**config.mk**
```make
export PLATFORM = sky130hd
export DESIGN_NAME = settable_time_of_day_clock_top
export DESIGN_NICKNAME = d
export VERILOG_FILES = /design/src/hdl/stdc_pkg.sv /design/src/hdl/stdc_cfg.sv /design/src/hdl/stdc_core.sv /design/src/hdl/settable_time_of_day_clock_top.sv
export SDC_FILE = /design/constraint.sdc
export NUM_CORES = 1
export LEC_CHECK = 0
export ABC_AREA = 1
export BUFFER_PORTS_ARGS = -buffer_cell sky130_fd_sc_hd__buf_2
export CORE_UTILIZATION = 30
export DETAILED_ROUTE_END_ITERATION = 16
export GPL_ROUTABILITY_DRIVEN = 0
export GPL_TIMING_DRIVEN = 0
export SLEW_MARGIN = 30
export SYNTH_ARGS = -nofsm -noshare
export SYNTH_HDL_FRONTEND = slang
export SYNTH_SLANG_ARGS = --single-unit
```
**constraint.sdc**
```tcl
create_clock -name clk -period 4.8 [get_ports clk]
set_clock_uncertainty 0.05 [all_clocks]
set_input_delay 0.72 -clock clk [delete_from_list [all_inputs] [get_ports clk]]
set_output_delay 0.72 -clock clk [all_outputs]
set_load 0.005 [all_outputs]
```
**src/hdl/stdc_pkg.sv**
```systemverilog
// Package for the settable time-of-day clock: beat types, configuration
// register indexes, reset values and field codes. No dependencies.
package stdc_pkg;

  localparam int CFG_INDEX_W = 3;
  localparam int CFG_DATA_W  = 16;

  localparam logic [CFG_INDEX_W-1:0] CFG_DEBOUNCE  = 3'd0;
  localparam logic [CFG_INDEX_W-1:0] CFG_TICK      = 3'd1;
  localparam logic [CFG_INDEX_W-1:0] CFG_HOLDOFF   = 3'd2;
  localparam logic [CFG_INDEX_W-1:0] CFG_LOW_THR   = 3'd3;
  localparam logic [CFG_INDEX_W-1:0] CFG_HIGH_THR  = 3'd4;

  localparam logic [15:0] DEBOUNCE_RESET = 16'd200;
  localparam logic [15:0] TICK_RESET     = 16'd1000;
  localparam logic [15:0] HOLDOFF_RESET  = 16'd300;
  localparam logic [11:0] LOW_THR_RESET  = 12'd500;
  localparam logic [11:0] HIGH_THR_RESET = 12'd3500;

  localparam logic [4:0] HOUR_RESET   = 5'd14;
  localparam logic [5:0] MINUTE_RESET = 6'd30;
  localparam logic [4:0] HOUR_MAX     = 5'd23;
  localparam logic [5:0] MINUTE_MAX   = 6'd59;
  localparam logic [5:0] SECOND_MAX   = 6'd59;

  localparam logic FIELD_HOUR   = 1'b0;
  localparam logic FIELD_MINUTE = 1'b1;

  typedef struct packed {
    logic [31:0] now_ms;
    logic [11:0] joy_x;
    logic [11:0] joy_y;
    logic        button_pressed;
  } poll_beat_t;

  typedef struct packed {
    logic [4:0] hours;
    logic [5:0] minutes;
    logic [5:0] seconds;
    logic       edit_active;
    logic       edit_field;
    logic       return_to_menu;
  } result_beat_t;

  typedef struct packed {
    logic [15:0] debounce_ms;
    logic [15:0] tick_period_ms;
    logic [15:0] exit_holdoff_ms;
    logic [11:0] low_threshold;
    logic [11:0] high_threshold;
  } cfg_regs_t;

endpackage

```
**src/hdl/stdc_cfg.sv**
```systemverilog
// Configuration register file for the settable time-of-day clock.
// Depends on stdc_pkg.
module stdc_cfg (
  input  logic                             clk,
  input  logic                             rst,
  input  logic                             wr_en,
  input  logic [stdc_pkg::CFG_INDEX_W-1:0] wr_index,
  input  logic [stdc_pkg::CFG_DATA_W-1:0]  wr_data,
  output stdc_pkg::cfg_regs_t              regs
);
  import stdc_pkg::*;

  always_ff @(posedge clk) begin
    if (rst) begin
      regs.debounce_ms     <= DEBOUNCE_RESET;
      regs.tick_period_ms  <= TICK_RESET;
      regs.exit_holdoff_ms <= HOLDOFF_RESET;
      regs.low_threshold   <= LOW_THR_RESET;
      regs.high_threshold  <= HIGH_THR_RESET;
    end else if (wr_en) begin
      unique case (wr_index)
        CFG_DEBOUNCE: regs.debounce_ms     <= wr_data;
        CFG_TICK:     regs.tick_period_ms  <= wr_data;
        CFG_HOLDOFF:  regs.exit_holdoff_ms <= wr_data;
        CFG_LOW_THR:  regs.low_threshold   <= wr_data[11:0];
        CFG_HIGH_THR: regs.high_threshold  <= wr_data[11:0];
        default: ;
      endcase
    end
  end

endmodule

```
**src/hdl/stdc_core.sv**
```systemverilog
// Clock state and per-poll update logic: tick carry, edit mode actions.
// Depends on stdc_pkg.
module stdc_core (
  input  logic                   clk,
  input  logic                   rst,
  input  logic                   advance,
  input  stdc_pkg::poll_beat_t   poll,
  input  stdc_pkg::cfg_regs_t    regs,
  output stdc_pkg::result_beat_t result
);
  import stdc_pkg::*;

  logic [4:0]  hour_count, hour_count_next;
  logic [5:0]  minute_count, minute_count_next;
  logic [5:0]  second_count, second_count_next;
  logic [31:0] last_tick_time, last_tick_time_next;
  logic [31:0] last_action_time, last_action_time_next;
  logic        editing_flag, editing_flag_next;
  logic        field_select, field_select_next;
  logic        exit_req;

  logic [31:0] since_tick, since_action;
  logic        tick, debounce_ok, holdoff_ok;
  logic        x_low, x_high, y_low, y_high;
  logic [4:0]  hour_tick;
  logic [5:0]  minute_tick, second_tick;
  logic [4:0]  hour_up, hour_down;
  logic [5:0]  minute_up, minute_down;

  assign since_tick   = poll.now_ms - last_tick_time;
  assign since_action = poll.now_ms - last_action_time;
  assign tick         = !editing_flag && (since_tick > {16'd0, regs.tick_period_ms});
  assign debounce_ok  = since_action > {16'd0, regs.debounce_ms};
  assign holdoff_ok   = since_action > {16'd0, regs.exit_holdoff_ms};
  assign x_low  = poll.joy_x < regs.low_threshold;
  assign x_high = poll.joy_x > regs.high_threshold;
  assign y_low  = poll.joy_y < regs.low_threshold;
  assign y_high = poll.joy_y > regs.high_threshold;

  assign hour_up     = (hour_count >= HOUR_MAX) ? 5'd0 : hour_count + 5'd1;
  assign hour_down   = (hour_count == 5'd0) ? HOUR_MAX : hour_count - 5'd1;
  assign minute_up   = (minute_count >= MINUTE_MAX) ? 6'd0 : minute_count + 6'd1;
  assign minute_down = (minute_count == 6'd0) ? MINUTE_MAX : minute_count - 6'd1;

  always_comb begin
    hour_tick   = hour_count;
    minute_tick = minute_count;
    second_tick = second_count;
    if (tick) begin
      if (second_count >= SECOND_MAX) begin
        second_tick = 6'd0;
        if (minute_count >= MINUTE_MAX) begin
          minute_tick = 6'd0;
          hour_tick   = hour_up;
        end else begin
          minute_tick = minute_count + 6'd1;
        end
      end else begin
        second_tick = second_count + 6'd1;
      end
    end
  end

  always_comb begin
    hour_count_next       = hour_tick;
    minute_count_next     = minute_tick;
    second_count_next     = second_tick;
    last_tick_time_next   = tick ? poll.now_ms : last_tick_time;
    last_action_time_next = last_action_time;
    editing_flag_next     = editing_flag;
    field_select_next     = field_select;
    exit_req              = 1'b0;
    if (!editing_flag) begin
      if (poll.button_pressed && debounce_ok) begin
        editing_flag_next     = 1'b1;
        field_select_next     = FIELD_HOUR;
        last_action_time_next = poll.now_ms;
      end else if (x_low && holdoff_ok) begin
        exit_req              = 1'b1;
        last_action_time_next = poll.now_ms;
      end
    end else if (debounce_ok) begin
      last_action_time_next = poll.now_ms;
      if (x_low || x_high) begin
        field_select_next = ~field_select;
      end else if (y_low) begin
        if (field_select == FIELD_HOUR) hour_count_next = hour_up;
        else minute_count_next = minute_up;
      end else if (y_high) begin
        if (field_select == FIELD_HOUR) hour_count_next = hour_down;
        else minute_count_next = minute_down;
      end else if (poll.button_pressed) begin
        editing_flag_next = 1'b0;
        second_count_next = 6'd0;
      end else begin
        last_action_time_next = last_action_time;
      end
    end
  end

  always_ff @(posedge clk) begin
    if (rst) begin
      hour_count       <= HOUR_RESET;
      minute_count     <= MINUTE_RESET;
      second_count     <= 6'd0;
      last_tick_time   <= 32'd0;
      last_action_time <= 32'd0;
      editing_flag     <= 1'b0;
      field_select     <= FIELD_HOUR;
    end else if (advance) begin
      hour_count       <= hour_count_next;
      minute_count     <= minute_count_next;
      second_count     <= second_count_next;
      last_tick_time   <= last_tick_time_next;
      last_action_time <= last_action_time_next;
      editing_flag     <= editing_flag_next;
      field_select     <= field_select_next;
    end
  end

  assign result.hours          = hour_count_next;
  assign result.minutes        = minute_count_next;
  assign result.seconds        = second_count_next;
  assign result.edit_active    = editing_flag_next;
  assign result.edit_field     = field_select_next;
  assign result.return_to_menu = exit_req;

endmodule

```
**src/hdl/settable_time_of_day_clock_top.sv**
```systemverilog
// Each accepted poll beat passes the input register, then the result register.
// Throughput: one poll per cycle unless stalled; the input register drains into the
// result register when that register is empty or its beat is taken in the same cycle.
// Reset (rst, synchronous): clock 14:30:00, not editing, hour field, timestamps 0,
// registers to their defaults; both beat registers empty.
module settable_time_of_day_clock_top (
  input  logic                             clk,
  input  logic                             rst,
  input  logic                             poll_valid,
  output logic                             poll_ready,
  input  stdc_pkg::poll_beat_t             poll,
  output logic                             result_valid,
  input  logic                             result_ready,
  output stdc_pkg::result_beat_t           result,
  input  logic                             cfg_valid,
  output logic                             cfg_ready,
  input  logic [stdc_pkg::CFG_INDEX_W-1:0] cfg_index,
  input  logic [stdc_pkg::CFG_DATA_W-1:0]  cfg_data
);
  import stdc_pkg::*;

  logic         pipe_valid;
  poll_beat_t   pipe_beat;
  logic         advance;
  cfg_regs_t    regs;
  result_beat_t core_result;

  assign cfg_ready  = 1'b1;
  assign advance    = pipe_valid && (!result_valid || result_ready);
  assign poll_ready = !pipe_valid || advance;

  stdc_cfg u_cfg (
    .clk      (clk),
    .rst      (rst),
    .wr_en    (cfg_valid && cfg_ready),
    .wr_index (cfg_index),
    .wr_data  (cfg_data),
    .regs     (regs)
  );

  stdc_core u_core (
    .clk     (clk),
    .rst     (rst),
    .advance (advance),
    .poll    (pipe_beat),
    .regs    (regs),
    .result  (core_result)
  );

  always_ff @(posedge clk) begin
    if (rst) begin
      pipe_valid   <= 1'b0;
      result_valid <= 1'b0;
    end else begin
      if (poll_ready) pipe_valid <= poll_valid;
      if (advance) result_valid <= 1'b1;
      else if (result_ready) result_valid <= 1'b0;
    end
    if (poll_valid && poll_ready) pipe_beat <= poll;
    if (advance) result <= core_result;
  end

  a_hours_range: assert property (@(posedge clk) disable iff (rst)
    result_valid |-> result.hours <= HOUR_MAX)
    else $error("hours out of range");

  a_time_range: assert property (@(posedge clk) disable iff (rst)
    result_valid |-> (result.minutes <= MINUTE_MAX && result.seconds <= SECOND_MAX))
    else $error("minutes or seconds out of range");

  a_exit_not_editing: assert property (@(posedge clk) disable iff (rst)
    (result_valid && result.return_to_menu) |-> !result.edit_active)
    else $error("menu exit while editing");

  a_stall_only_full: assert property (@(posedge clk) disable iff (rst)
    !poll_ready |-> (pipe_valid && result_valid && !result_ready))
    else $error("poll stalled without backpressure");

  a_drain_result: assert property (@(posedge clk) disable iff (rst)
    advance |=> result_valid)
    else $error("advanced beat not presented");

endmodule
```
==> results list, run 1 <==
* Outcome: complete, no violations
* Effective utilization at floorplan: 0.307
- Flop and latch count out of synthesis: 234
- Crit path capture: result[11]$_DFFE_PP_
- Core ar.: 0.0542 mm²
- FMAX: 0.222 GHz
- The setup path with the least slack is of type reg2reg.
- The biggest area contributor in the post-synthesis netlist is sky130_fd_sc_hd__dfxtp_1.
- The number of placed instances, taps included, is 3238.
* H-tree level count: 1
* Placed Area: 0.0181 mm²
- Relative max-transition margin: 0.509
- For the final routed database, the setup TNS stands at 0 ns.
- Fraction of registers with async set/reset: 0
- TritonCTS built the clock tree.
- Global-route usage over all layers: 0.177
- Wires add up to 49900 µm.
- Average cell area after synthesis: 6.82 µm²
- The most used flip-flop cell after synthesis is sky130_fd_sc_hd__dfxtp_1.
- The clock reaches the later pin of the worst-skew pair after 0.59 ns.
* Area share of the largest cell type after synthesis: 0.189
- Number of clock sinks: 234
* Clock transition at the registers of the reported paths: 0.06 ns
- Fraction of final layout cells sized beyond drive strength 1: 0.0990
* Min cycle time layout: 4.50 ns
* FP Rows: 85
- Area contributors post-synth: sky130_fd_sc_hd__dfxtp_1, sky130_fd_sc_hd__nand2_1, sky130_fd_sc_hd__edfxtp_1, sky130_fd_sc_hd__ha_1, sky130_fd_sc_hd__inv_1
- After synthesis, the netlist uses 49 different library cells.
- Depth of the worst hold-timing path: 1
* Final setup fails: 0
* Required time at the endpoint of the critical path: 5.10 ns
- Reg-to-reg setup timing slack: 0.30 ns
- The via count of the first global-routing pass came to 14600.
- In this run the worst hold path is classified as in2reg.
* Antenna fix cells: 0
* Largest voltage drop on the vdd net: 0.278 mV
* Kind of end point of the critical path: flip-flop
- Non-Filler Cell Area, Final: 0.0193 mm²
- In this run, synthesis inferred 77 flip-flops with an integrated enable.
- DRC viols: 0
- The slowest stage of the critical path belongs to the cell sky130_fd_sc_hd__edfxtp_1.
* IO Port Bufs: 102
- Vias after detailed routing: 15900
- The count of final hold-check violations was 0.
* Average wire per cell in the routed design: 15.1 µm
- Final Util: 0.357
- After global routing the overflow that remains totals 0.
- R2R Path End: result[11]$_DFFE_PP_
- Of the available clock period, the critical path in the final layout requires 0.938.
- In this run the worst path has a maximum fanout of 10.
- Layout-stage area growth over the synthesis result: 16.3%
- In the routed layout, each cell is associated on average with a via count of 4.80.
- The mapped netlist covers 0.0166 mm².
- # IOs: 104
* Pwr dens: 327 mW/mm²
- Leakage Power: 9.40 nW
- Max stage delay on crit path: 0.52 ns
- In this run the critical register-to-register path is launched from pipe_beat[32]$_DFFE_PP_.
- Critical path arrival: 4.80 ns
* Transition time at the pin with the least slew margin: 0.736 ns
* First-pass GRT wire length: 79400 µm
* Number of nets in the final layout: 2830
- Total count of max-transition violations in the final report: 0
- Number of nets in the synthesized netlist: 2682
* Launching element of the worst setup path: pipe_beat[32]$_DFFE_PP_
- Yosys printed 0 warnings.
- Maximum number of pins on one net before global-route repair: 30
* Post-synth top cells: sky130_fd_sc_hd__nand2_1, sky130_fd_sc_hd__inv_1, sky130_fd_sc_hd__a21oi_1, sky130_fd_sc_hd__nor2_1, sky130_fd_sc_hd__ha_1
* Antenna violations before repair: 2
- The first routing iteration left 1236 violations.
- Before antenna repair, the detailed router went through 6 iterations.
- In this run the vertical extent of the chip is 237 µm.
- Of the synthesized area, sequential elements account for 0.328.
- Number of nets with antenna violations after detailed routing: 0
* Non-filler instance count after layout: 3302
- The most common cell in the synthesized netlist is sky130_fd_sc_hd__nand2_1.
- Maximum buffer depth of the clock tree: 3
- Crit path top cell by count: sky130_fd_sc_hd__nand2_1
- Post-place setup slack: 0.0313 ns
- Die area: 0.0564 mm²
- Post-synthesis instance total: 2437
- CTS Buf Count: 27
* Worst slack on hold paths: 0.248 ns
- Length in cells of the worst reg-to-reg path: 28
- Final HPWL DP: 39200 µm
- Max-cap violations in this run came to 0.
- Final total power: 6.32 mW
- CTS Root Buffer Type: sky130_fd_sc_hd__clkbuf_16
- CTS Hold Buffers Added: 0
- DIE WIDTH: 237 µm
* Worst setup slack after layout: 0.296 ns
- CP Launch Type: flip-flop
-- flip-flops by register name, summed over array words and instances, names as in the netlist --
signal / count
result: 20
pipe_beat: 57
u_core.editing_flag: 1
pipe_valid: 1
u_core.second_count: 6
u_cfg.regs: 72
u_core.last_tick_time: 32
u_core.minute_count: 6
u_core.hour_count: 5
u_core.last_action_time: 32
u_core.field_select: 1
result_valid: 1
-- cell type report --
cell class	instances	area [µm²]
plain buffers	61	328
well taps	696	871
repair buffers	119	668
fillers	5855	34900
clock inverters	21	297
clock buffers	29	694
inverters	406	1530
multi-input cells	1736	9500
flip-flops and latches	234	5460
-- cell families (layout without fill, tap and decap cells) --
| logic type | count (synthesis) | count (layout) | synth area share |
|---|---|---|---|
| adders and majority gates | 164 | 164 | 0.124 |
| AOI/OAI and AO/OA | 435 | 435 | 0.139 |
| buffers and inverters | 467 | 636 | 0.110 |
| other | 1 | 1 | 0.000226 |
| xor gates and xnor gates | 36 | 36 | 0.0190 |
| DFF | 234 | 234 | 0.328 |
| and+or+nand+nor | 1100 | 1100 | 0.280 |
-- routing by layer --
metal / vias to the layer above / track usage / part of all wire
li1: 8188 / - / -
met3: 57 / 0.0240 / 0.061
met1: 7152 / 0.260 / 0.50
met4: 2 / 0.0348 / 0.017
met2: 457 / 0.273 / 0.42
met5: - / 0 / 0.00026
-- power by group --
part	leakage, nW	switching [mW]	internal [mW]
clock	0.482	0.922	1.39
sequential	2.03	0.0829	2.17
combinational	6.89	1.13	0.626
-- worst min path at each step --
stage | start | end
2_1_floorplan | u_core.last_tick_time[27]$_SDFFE_PP0P_ | u_core.last_tick_time[27]$_SDFFE_PP0P_
3_3_place_gp | u_core.last_tick_time[4]$_SDFFE_PP0P_ | u_core.last_tick_time[4]$_SDFFE_PP0P_
3_5_place_dp | u_core.last_tick_time[8]$_SDFFE_PP0P_ | u_core.last_tick_time[8]$_SDFFE_PP0P_
4_1_cts | poll[14] | pipe_beat[14]$_DFFE_PP_
5_1_grt | poll[3] | pipe_beat[3]$_DFFE_PP_
6_report | poll[5] | pipe_beat[5]$_DFFE_PP_
-- repair_timing --
action                     4_1_cts  5_1_grt
setup endpoints to repair        1       87
pin swaps                        0        4
buffers inserted                 1       13
gates resized for setup          0       38
-- cells in the final DEF, fill, tap and decap left out, types with 12 or more instances in the layout --
cell type,count
sky130_fd_sc_hd__clkbuf_16,27
sky130_fd_sc_hd__nand3_1,147
sky130_fd_sc_hd__buf_2,113
sky130_fd_sc_hd__nor2_1,180
sky130_fd_sc_hd__nand2_2,12
sky130_fd_sc_hd__edfxtp_1,77
sky130_fd_sc_hd__buf_4,16
sky130_fd_sc_hd__inv_1,395
sky130_fd_sc_hd__nand3b_1,41
sky130_fd_sc_hd__nor3_1,12
sky130_fd_sc_hd__o211ai_1,24
sky130_fd_sc_hd__nand4_1,19
sky130_fd_sc_hd__o21ai_0,129
sky130_fd_sc_hd__xor2_1,27
sky130_fd_sc_hd__o21ai_1,16
sky130_fd_sc_hd__a21oi_1,242
sky130_fd_sc_hd__dfxtp_1,157
sky130_fd_sc_hd__ha_1,154
sky130_fd_sc_hd__nand2_1,657
sky130_fd_sc_hd__clkbuf_1,33
sky130_fd_sc_hd__nor2_2,13
-- worst max-delay path: cells and delay by family (launching register included) --
family / cells / cell delay, ns
simple gates: 23 / 2.36
fa+ha+maj: 2 / 0.71
flops: 1 / 0.52
xor+xnor: 1 / 0.31
buf+inv: 1 / 0.18
compound gates: 1 / 0.15
Note: power is estimated with default switching activity, not from simulation.
==> run 2, diff against run 1 <==
- CELL_PAD_IN_SITES_DETAIL_PLACEMENT: not set -> 0
- CELL_PAD_IN_SITES_GLOBAL_PLACEMENT: not set -> 1
- PLACE_DENSITY_LB_ADDON: not set -> 0.1
==> run 2 against run 1 <==
Net effect:
- worst setup slack worse by 0.068 ns
- die area unchanged
- non-clock buffer count down 1
- final area up 0.76%
- via count down 0.26%
- global-route usage up 2.4 points
- critical path depth down 6
- register-to-register slack worse by 0.07 ns
- final cell count up 0.18%
- hold slack worse by 0.014 ns
- first-iteration DRC count down 22%
- largest cell class unchanged
- largest power group unchanged
==> results list, run 2 (synthesis results as in run 1) <==
- Total count of max-transition violations in the final report: 0 (unchanged)
- Outcome: complete, no violations (unchanged)
- Antenna fix cells: 0 (unchanged)
- CTS tree: done (unchanged)
- The clock insertion delay at the later pin of the skew report is 0.61 ns (was 0.59 ns).
* # IOs: 104 (unchanged)
* Number of clock sinks: 234 (unchanged)
- Length in cells of the worst reg-to-reg path: 22 (was 28)
- The via count of the first global-routing pass was 15100 (was 14600).
- R2R Path End: result[11]$_DFFE_PP_ (unchanged)
- Sum of overflow across all layers after global routing: 0 (unchanged)
- The fmax was 0.219 GHz (was 0.222 GHz).
- First-iteration detailed-routing DRC count: 958 (was 1236)
- CP Launch Type: flip-flop (unchanged)
- Effective utilization at floorplan: 0.307 (unchanged)
- Number of nets in the final layout: 2833 (was 2830)
- The number of hold buffers added after cts is 0 (unchanged).
- Critical path arrival: 4.88 ns (was 4.80 ns)
- Global-route usage over all layers: 0.201 (was 0.177)
- Transition time at the pin with the least slew margin: 0.793 ns (was 0.736 ns)
- The first-pass GRT wire length is 87000 µm (was 79400 µm).
- The post-CTS clock slew at the launch and capture registers of the worst setup and hold paths was 0.06 ns (about the same).
- Worst setup slack after layout: 0.228 ns (was 0.296 ns)
* Pwr dens: 328 mW/mm² (was 327 mW/mm²)
- Number of detailed-routing iterations run before antenna repair: 7 (was 6)
- The vertical die dimension was 237 µm (unchanged).
* Largest voltage drop on the vdd net: 0.299 mV (was 0.278 mV)
* Fin. Hold Viols: 0 (unchanged)
- Relative max-transition margin: 0.467 (was 0.509)
- Number of nets with antenna violations after detailed routing: 0 (unchanged)
* Share of the clock period used by the worst path: 0.952 (was 0.938)
- Commonest cells after routing, fill and taps aside: sky130_fd_sc_hd__nand2_1, sky130_fd_sc_hd__inv_1, sky130_fd_sc_hd__a21oi_1 (unchanged)
- The average detailed-routed wire length per instance came to 17.2 µm (was 15.1 µm).
- The cell at the root of the clock tree was sky130_fd_sc_hd__clkbuf_16 (unchanged).
* Top flop regs: u_cfg.regs (72), pipe_beat (57) (unchanged)
- Top register by number of flip-flops: u_cfg.regs (unchanged)
- The clock period minus worst slack is 4.57 ns (was 4.50 ns).
* Number of flip-flops in the largest register: 72 (unchanged)
- Crit path capture: result[11]$_DFFE_PP_ (unchanged)
* Most frequent standard cell in the layout excluding fill and tap cells: sky130_fd_sc_hd__nand2_1 (unchanged)
- Kind of end point of the critical path: flip-flop (unchanged)
- CTS Buf Count: 31 (was 27)
- The synthesis-to-finish area growth came to 17.2% (was 16.3%).
- Required time at the endpoint of the critical path: 5.11 ns (was 5.10 ns)
- FP Rows: 85 (unchanged)
- The placement-stage worst setup slack is -0.269 ns (was 0.0313 ns).
- The die area came to 0.0564 mm² (unchanged).
* H-tree level count: 1 (unchanged)
- The number of antenna violations at the first check in global routing is 0 (was 2).
* Launching element of the worst setup path: pipe_beat[31]$_DFFE_PP_ (was pipe_beat[32]$_DFFE_PP_)
- DIE WIDTH: 237 µm (unchanged)
* IO Port Bufs: 102 (unchanged)
* Vias after detailed routing: 15800 (was 15900)
- Fraction of final layout cells sized beyond drive strength 1: 0.107 (was 0.0990)
- The setup slack on the worst flop-to-flop path is 0.23 ns (was 0.30 ns).
* Kind of critical path: reg2reg (unchanged)
- The number of buffers between clock root and the deepest sink was 3 (unchanged).
* Leakage Power: 9.42 nW (was 9.40 nW)
- Final HPWL DP: 46000 µm (was 39200 µm)
* Type of the worst min-delay path: in2reg (unchanged)
- The routed wire length was 57100 µm (was 49900 µm).
- The via density per instance came to 4.78 (was 4.80).
- Reg-to-reg startpoint: pipe_beat[31]$_DFFE_PP_ (was pipe_beat[32]$_DFFE_PP_)
* Worst slack on hold paths: 0.235 ns (was 0.248 ns)
- The placeable core region is 0.0542 mm² (unchanged).
- DRC viols: 0 (unchanged)
* Maximum number of pins on one net before global-route repair: 33 (was 30)
- Final setup fails: 0 (unchanged)
- Max-cap viol count: 0 (unchanged)
- The largest driver fanout on the critical path is 7 (was 10).
[run 2: cell type report]
class | count | area (µm²)
Buffer | 61 | 329
Clock buffer | 46 | 893
Clock inverter | 11 | 103
Inverter | 406 | 1530
Multi-Input combinational cell | 1736 | 9630
Tap cell | 696 | 871
Fill cell | 5952 | 34800
Timing Repair Buffer | 118 | 679
Sequential cell | 234 | 5460
[run 2: worst min path at each step]
| stage | start | end | slack [ns] | depth (start not counted) |
|---|---|---|---|---|
| final | poll[3] | pipe_beat[3]$_DFFE_PP_ | 0.23 | 1 |
| after global routing | poll[27] | pipe_beat[27]$_DFFE_PP_ | 0.21 | 1 |
| after CTS | poll[3] | pipe_beat[3]$_DFFE_PP_ | 0.20 | 1 |
| after detailed placement | u_core.last_tick_time[23]$_SDFFE_PP0P_ | u_core.last_tick_time[23]$_SDFFE_PP0P_ | 0.40 | 2 |
| after global placement | u_core.last_tick_time[11]$_SDFFE_PP0P_ | u_core.last_tick_time[11]$_SDFFE_PP0P_ | 0.40 | 2 |
| after floorplan | u_core.last_tick_time[27]$_SDFFE_PP0P_ | u_core.last_tick_time[27]$_SDFFE_PP0P_ | 0.38 | 2 |
[run 2: timing repair]
action,in CTS,in global routing
pin swaps,0,6
setup buffers,2,12
setup endpoints to repair,92,86
gates resized for setup,9,64
endpoints found under the hold margin,0,0
[run 2: power by group]
| group | switching (mW) | internal, mW |
|---|---|---|
| sequential | 0.0772 | 2.17 |
| clock | 0.946 | 1.34 |
| combinational | 1.21 | 0.642 |
| total | 2.23 | 4.16 |
[run 2: critical path, stage by stage (launching register included)]
cell                       delay [ns]
sky130_fd_sc_hd__edfxtp_1        0.50
sky130_fd_sc_hd__buf_4           0.20
sky130_fd_sc_hd__ha_1            0.36
sky130_fd_sc_hd__a21oi_1         0.25
sky130_fd_sc_hd__o21ai_1         0.14
sky130_fd_sc_hd__inv_2           0.07
sky130_fd_sc_hd__nand2_2         0.10
sky130_fd_sc_hd__nand2_1         0.10
sky130_fd_sc_hd__nand2_2         0.12
sky130_fd_sc_hd__xor2_4          0.21
sky130_fd_sc_hd__ha_1            0.31
sky130_fd_sc_hd__nand2_1         0.09
sky130_fd_sc_hd__inv_1           0.06
sky130_fd_sc_hd__nand3_1         0.14
sky130_fd_sc_hd__nor4_4          0.37
sky130_fd_sc_hd__a21oi_1         0.15
sky130_fd_sc_hd__or2_2           0.30
sky130_fd_sc_hd__nand3_1         0.14
sky130_fd_sc_hd__nand2_1         0.07
sky130_fd_sc_hd__nor2_1          0.16
sky130_fd_sc_hd__buf_6           0.18
sky130_fd_sc_hd__nand3_1         0.09
sky130_fd_sc_hd__and2_1          0.16
[run 2: per-layer routing]
metal  vias up  wire length (µm)  global-route usage
met3        67              2350              0.0283
met4         0              1320              0.0463
met5         -                 0                   0
met1      7239             26700               0.266
li1       8182                 -                   -
met2       327             26700               0.343
[run 2: per-stage QoR]
step	instance area (µm²)	TNS, ns	total power [mW]	utilization	std cells
floorplan	16600	0	3.49	-	2437
global placement	18000	-10.75	4.05	0.332	3235
detailed placement	18100	-8.98	4.07	0.333	3237
CTS	19100	0	6.41	0.353	3296
global route	19500	-0.0203	6.80	0.359	3308
finish	19500	0	6.39	0.359	3308
